<file path="config.mk">
export PLATFORM = sky130hd
export DESIGN_NAME = lprt_ctrl
export DESIGN_NICKNAME = d
export VERILOG_FILES = /design/src/rtl/lprt_pkg.sv /design/src/rtl/lprt_ctrl.sv
export SDC_FILE = /design/constraint.sdc
export NUM_CORES = 1
export LEC_CHECK = 0
export BUFFER_PORTS_ARGS = -buffer_cell sky130_fd_sc_hd__buf_2
export CORE_AREA = 2 2 39 41
export CTS_CLUSTER_DIAMETER = 150
export DETAILED_ROUTE_END_ITERATION = 16
export DIE_AREA = 0 0 41 43
export GPL_TIMING_DRIVEN = 0
export SYNTH_ARGS = -nofsm -noshare
export SYNTH_HDL_FRONTEND = slang
export SYNTH_SLANG_ARGS = --single-unit
</file>
<file path="constraint.sdc">
create_clock -name clk -period 1.75 [get_ports clk]
set_input_delay 0.0875 -clock clk [delete_from_list [all_inputs] [get_ports clk]]
set_output_delay 0.0875 -clock clk [all_outputs]
set_load 0.05 [all_outputs]
</file>
<file path="src/rtl/lprt_pkg.sv">
// Shared types and constants for the longest-prefix route table.
// No dependencies.
package lprt_pkg;
  localparam int ModeW = 3;
  localparam int LenW = 8;
  localparam int InTagW = 16;
  localparam int StatusW = 2;

  localparam logic [ModeW-1:0] MODE_INS4 = 3'd0;
  localparam logic [ModeW-1:0] MODE_INS6 = 3'd1;
  localparam logic [ModeW-1:0] MODE_LOOK4 = 3'd2;
  localparam logic [ModeW-1:0] MODE_LOOK6 = 3'd3;
  localparam logic [ModeW-1:0] MODE_CLEAR = 3'd4;

  localparam logic [StatusW-1:0] ST_OK = 2'd0;
  localparam logic [StatusW-1:0] ST_BAD_LEN = 2'd1;
  localparam logic [StatusW-1:0] ST_FULL = 2'd2;

  localparam logic [LenW-1:0] MaxLen4 = 8'd32;
  localparam logic [LenW-1:0] MaxLen6 = 8'd128;

  // Controller to datapath commands.
  typedef struct packed {
    logic load;     // capture the input item
    logic insert;   // write the captured entry into the table
    logic clear;    // empty the table
    logic finish;   // register the result
  } lprt_cmd_t;

  // Datapath to controller status.
  typedef struct packed {
    logic is_insert;
    logic insert_ok;
  } lprt_stat_t;

  // 128-bit prefix mask for a length 0..128.
  function automatic logic [127:0] mask128(input logic [LenW-1:0] len);
    logic [127:0] m;
    m = '0;
    for (int b = 0; b < 128; b++) begin
      m[127-b] = (LenW'(b) < len);
    end
    return m;
  endfunction

  // 32-bit prefix mask for a length 0..32.
  function automatic logic [31:0] mask32(input logic [LenW-1:0] len);
    logic [31:0] m;
    m = '0;
    for (int b = 0; b < 32; b++) begin
      m[31-b] = (LenW'(b) < len);
    end
    return m;
  endfunction
endpackage

</file>
<file path="src/rtl/lprt_ctrl.sv">
// Controller state machine for the route table: sequences capture and work.
// Depends on lprt_pkg.
module lprt_ctrl (
  input  logic                clk,
  input  logic                rst,
  input  logic                in_valid,
  output logic                in_ready,
  output logic                out_valid,
  input  logic                out_ready,
  output lprt_pkg::lprt_cmd_t cmd
);
  import lprt_pkg::*;

  typedef enum logic [2:0] {
    S_IDLE = 3'b001,
    S_WORK = 3'b010,
    S_DONE = 3'b100
  } state_t;

  state_t state, state_next;

  // Take an item once the result register is free or being drained.
  assign in_ready = (state == S_IDLE) || (state == S_DONE && out_ready);
  assign out_valid = (state == S_DONE);

  always_comb begin
    cmd = '0;
    state_next = state;
    cmd.load = in_valid && in_ready;
    case (state)
      S_IDLE: begin
        if (in_valid) state_next = S_WORK;
      end
      S_WORK: begin
        cmd.insert = 1'b1;
        cmd.clear = 1'b1;
        cmd.finish = 1'b1;
        state_next = S_DONE;
      end
      S_DONE: begin
        if (out_ready) state_next = in_valid ? S_WORK : S_IDLE;
      end
      default: state_next = S_IDLE;
    endcase
  end

  always_ff @(posedge clk) begin
    if (rst) state <= S_IDLE;
    else state <= state_next;
  end
endmodule

</file>
**Yosys cells after proc, flatten, opt, wreduce, memory -nomap -nowiden**

Cells that the tools add are included.

- Register bits after elaboration: 3
- Bits of input ports: 4
- Output and inout port bits: 6
- Word-level logic and storage cells: 15

- Equal/unequal tests: 5
- Muxes and demuxes: 5
- Reduce and logical (&&, ||, !) cells: 4

Operators by type and width:

| operator | number |
|---|---|
| $mux W3 | 3 |
| $pmux W3 S3 | 1 |
| $eq A3 B1 Y1 const B | 1 |
| $eq A3 B2 Y1 const B | 1 |
| $eq A3 B3 Y1 const B | 1 |
| $logic_and A1 B1 Y1 | 2 |
| $mux W2 | 1 |
| $ne A2 B1 Y1 const B | 1 |
| $ne A2 B2 Y1 const B | 1 |
| $reduce_and A2 Y1 | 1 |
| $logic_or A1 B1 Y1 | 1 |

**Logic depth before layout (Yosys ltp)**

- Depth after elaboration: 4
- Depth in mapped cells: 3
- Gate-level depth less buffers: 3

**Worst setup path before layout**

No wires, ideal clock.

- Path kind: register to output
- Start point: reg state[0]
- End point: out cmd[3] (netlist name)
- Arrival: 1889 ps
- Data required time: 1662 ps
- Slack: -226 ps
- Stages on the path, launching flop included: 3
- Path buffers: 0
- Cells stage by stage: dfxtp_1 -> mux2_4 -> nor3b_1

RTL lines:

| what | RTL line | source |
|---|---|---|
| start: declaration | lprt_ctrl.sv:20 | `state_t state, state_next;` |
| start signal: assignment | lprt_ctrl.sv:49 | `else state <= state_next;` |
| end: declaration | lprt_ctrl.sv:10 | `output lprt_pkg::lprt_cmd_t cmd` |

==> metrics.log <==
[metrics] worst-margin pin slew: 0.245 ns
[metrics] total via count after detailed routing: 190
[metrics] largest cells by area after synthesis: dfxtp_1 31%, buf_4 7.7%, mux2_4 7.7%
[metrics] flops & latches, synth: 3
[metrics] worst-case clock skew: 0.00161 ns
[metrics] fill cell instance count of the final layout: 156
[metrics] kind of start point of the critical path: flip-flop
[metrics] Antenna Diode Count: 0
[metrics] end of the critical path: cmd[3]
[metrics] via count of the first global-routing pass: 184
[metrics] PostCTS Resize Cnt: 0
[metrics] number of max-slew violations in the final report: 0
[metrics] family of cells with the greatest summed delay on the critical path: flip-flops
[metrics] setup repair after global routing missed its margin: false
[metrics] Max Freq: 0.664 GHz
[metrics] area of the multi-input gates: 120 um^2
[metrics] Hold Violations, Final: 0
[metrics] total iterations of the first detailed-routing run: 2
[metrics] Area Overhead vs Synth: 49.7%
[metrics] area fraction of the dominant cell type after synthesis: 31.0%
[metrics] Starting Density: 14.0%
[metrics] Max VDD drop: 0.000143 V
[metrics] CTS tree: done
[metrics] critical path startpoint: state[0]
[metrics] FF-to-FF path depth: 2
[metrics] number of buffers added for setup after CTS: 0
[metrics] pin count of the biggest net entering global routing: 7
[metrics] final setup violating endpoints: 0
[metrics] H-tree depth: 1
[metrics] die footprint: 1760 um^2
[metrics] most frequent standard cell in the layout excluding fill and tap cells: buf_2
[metrics] number of standard-cell rows in the floorplan: 14
[metrics] final clock period utilization by the worst path: 86.0%
[metrics] max incr delay on CP: 0.43 ns
[metrics] die outline width: 41 um
[metrics] detailed-route wire length: 393 um
[metrics] syn_area_per_cell: 9.24 um^2
[metrics] critical path data required time: 1.66 ns
[metrics] synthesized net count: 25
[metrics] pwr/cell area: 870 nW/um^2
[metrics] capture instance of the worst register-to-register path: state[1]
[metrics] worst reg2reg setup slack: 0.68 ns
[metrics] number of buffers added on ports: 9
[metrics] Reg area: 60.1 um^2
[metrics] Period minus WS final: 1.51 ns
[metrics] Leak Pwr: 0.133 nW
[metrics] setup slack at placement: 0.473 ns
[metrics] maximum fanout count along the critical path: 6
[metrics] CP Capture Type: output pin
[metrics] proportion of synthesized chip area in sequential cells: 31.0%
[metrics] most flop-heavy register: state
[metrics] first-pass GRT wire length: 690 um
[metrics] startpoint-to-endpoint class of the critical path: flip-flop to output pin
[metrics] CTS sink cnt: 3
[metrics] highest-delay cell along the critical path: dfxtp_1
[metrics] post-synthesis cell count: 21
[metrics] number of remaining DRC errors: 0
[metrics] smallest setup slack after layout: 0.245 ns
[metrics] final cell utilization of the core: 21.0%
[metrics] Max transition margin: 83.6%
[metrics] IO Count: 10
[metrics] number of buffers inserted by hold repair at cts: 0
[metrics] Arr. time, crit path: 1.42 ns
[metrics] Routed Antenna Nets: 0
[metrics] startpoint of the lowest-slack register-to-register path: state[0]
[metrics] core area: 1380 um^2
[metrics] final-stage net count: 39
[metrics] estimated wirelength of the detail-placed design: 331 um
[metrics] Largest register FFs: 3
[metrics] worst hold-check path type: input pin to flip-flop
[metrics] post-synthesis instance area: 194 um^2
[metrics] largest registers: state (3)
[metrics] run status: finished clean
[metrics] global routing usage summed across all routing layers: 6.33%
[metrics] share of layout cells above drive strength 1: 55.9%
[metrics] series of cell instances along the critical path: mux2_4 -> nor3b_2 -> buf_2
[metrics] Stages on worst setup path: 3
[metrics] height of the die: 43 um
[metrics] Placer Congestion: 0.584
[metrics] commonest cells after routing, fill and taps aside: 9 x buf_2, 3 x nor2_1, 3 x clkbuf_4, 3 x dfxtp_1, 2 x buf_4
[metrics] total of max-cap violations: 0
[metrics] clk slew on worst S/H paths: 0.03 ns
[metrics] most area-hungry cell type in the Yosys netlist: dfxtp_1
[metrics] vias per inst: 3.80
[metrics] number of antenna violations at the first check in global routing: 0
[metrics] number of design-rule violations left by the first detailed-router iteration: 1
[metrics] Synth warnings: 0
[metrics] sum of buffers and inverters on the critical path: 1
[metrics] number of distinct library cells after synthesis: 16
[metrics] Skew-Pair Late Insertion Delay: 0.23 ns
[metrics] remaining global-route overflow: 0
[metrics] clock root buffer master: clkbuf_4
[metrics] DR WL/cell: 7.86 um
[metrics] Final TNS setup: 0 ns
[metrics] maximum clock insertion buffer count: 2
[metrics] Num CTS Buffers: 3
-- cells in the mapped netlist (all sizes together) --
master	n
and4bb	1
buf	2
dfxtp	3
inv	1
mux2	1
nand2	1
nand2b	1
nor2	3
nor2b	1
nor3	2
nor3b	1
nor4b	1
o21a	1
o31ai	1
or2b	1
-- worst min path at each step --
stage,start,endpoint,slack (ns),cells past startpoint
after floorplan,rst,state[2],0.16,1
after global placement,rst,state[2],0.31,2
after detailed placement,rst,state[2],0.31,2
after CTS,rst,state[2],0.06,2
after global routing,rst,state[2],0.06,2
final,rst,state[2],0.07,2
-- report_power, final --
group	total, mW	switching [mW]	leakage [nW]	internal, mW
logic	0.0577	0.0369	0.0937	0.0207
registers	0.0785	0.00601	0.0246	0.0725
clock network	0.116	0.0313	0.0150	0.0851
-- through the flow --
step	instance area, um^2	hold slack (ns)	instances	power [mW]
4_1_cts	290	0.0640	50	0.260
3_5_place_dp	264	0.307	46	0.138
6_report	290	0.0713	50	0.253
2_1_floorplan	199	0.158	21	0.124
5_1_grt	290	0.0616	50	0.274
3_3_place_gp	264	0.309	46	0.137
-- worst register-to-register path: cells and delay by family (launching register included) --
kind / cells / cell delay [ns]
muxes: 1 / 0.35
and+or+nand+nor: 1 / 0.20
DFF: 1 / 0.43
-- cells by family (layout without fill, tap and decap cells) --
logic type | after synthesis | in the layout | synth area share (%)
buffers and inverters | 3 | 16 | 9.67
flip-flops | 3 | 3 | 31.0
multiplexers | 1 | 1 | 7.74
AO/OA/AOI/OAI | 2 | 2 | 7.74
AND/OR/NAND/NOR | 12 | 12 | 43.9
-- cell type report --
| cell class | instances | area share (%) |
|---|---|---|
| Multi-Input combinational cell | 15 | 41.4 |
| Sequential cell | 3 | 20.7 |
| Timing Repair Buffer | 9 | 15.5 |
| Clock buffer | 4 | 9.05 |
| Tap cell | 16 | 6.90 |
| Buffer | 2 | 5.17 |
| Inverter | 1 | 1.29 |
-- per-layer routing --
layer / routed length, um / GRT usage, % / vias up
met1: 150 / 5.47 / 85
met4: 0 / 6.00 / 0
met5: 0 / 0 / -
met2: 200 / 8.75 / 6
li1: - / - / 99
met3: 42 / 4.71 / 0
No activity file was read; power rests on OpenSTA's default activity.
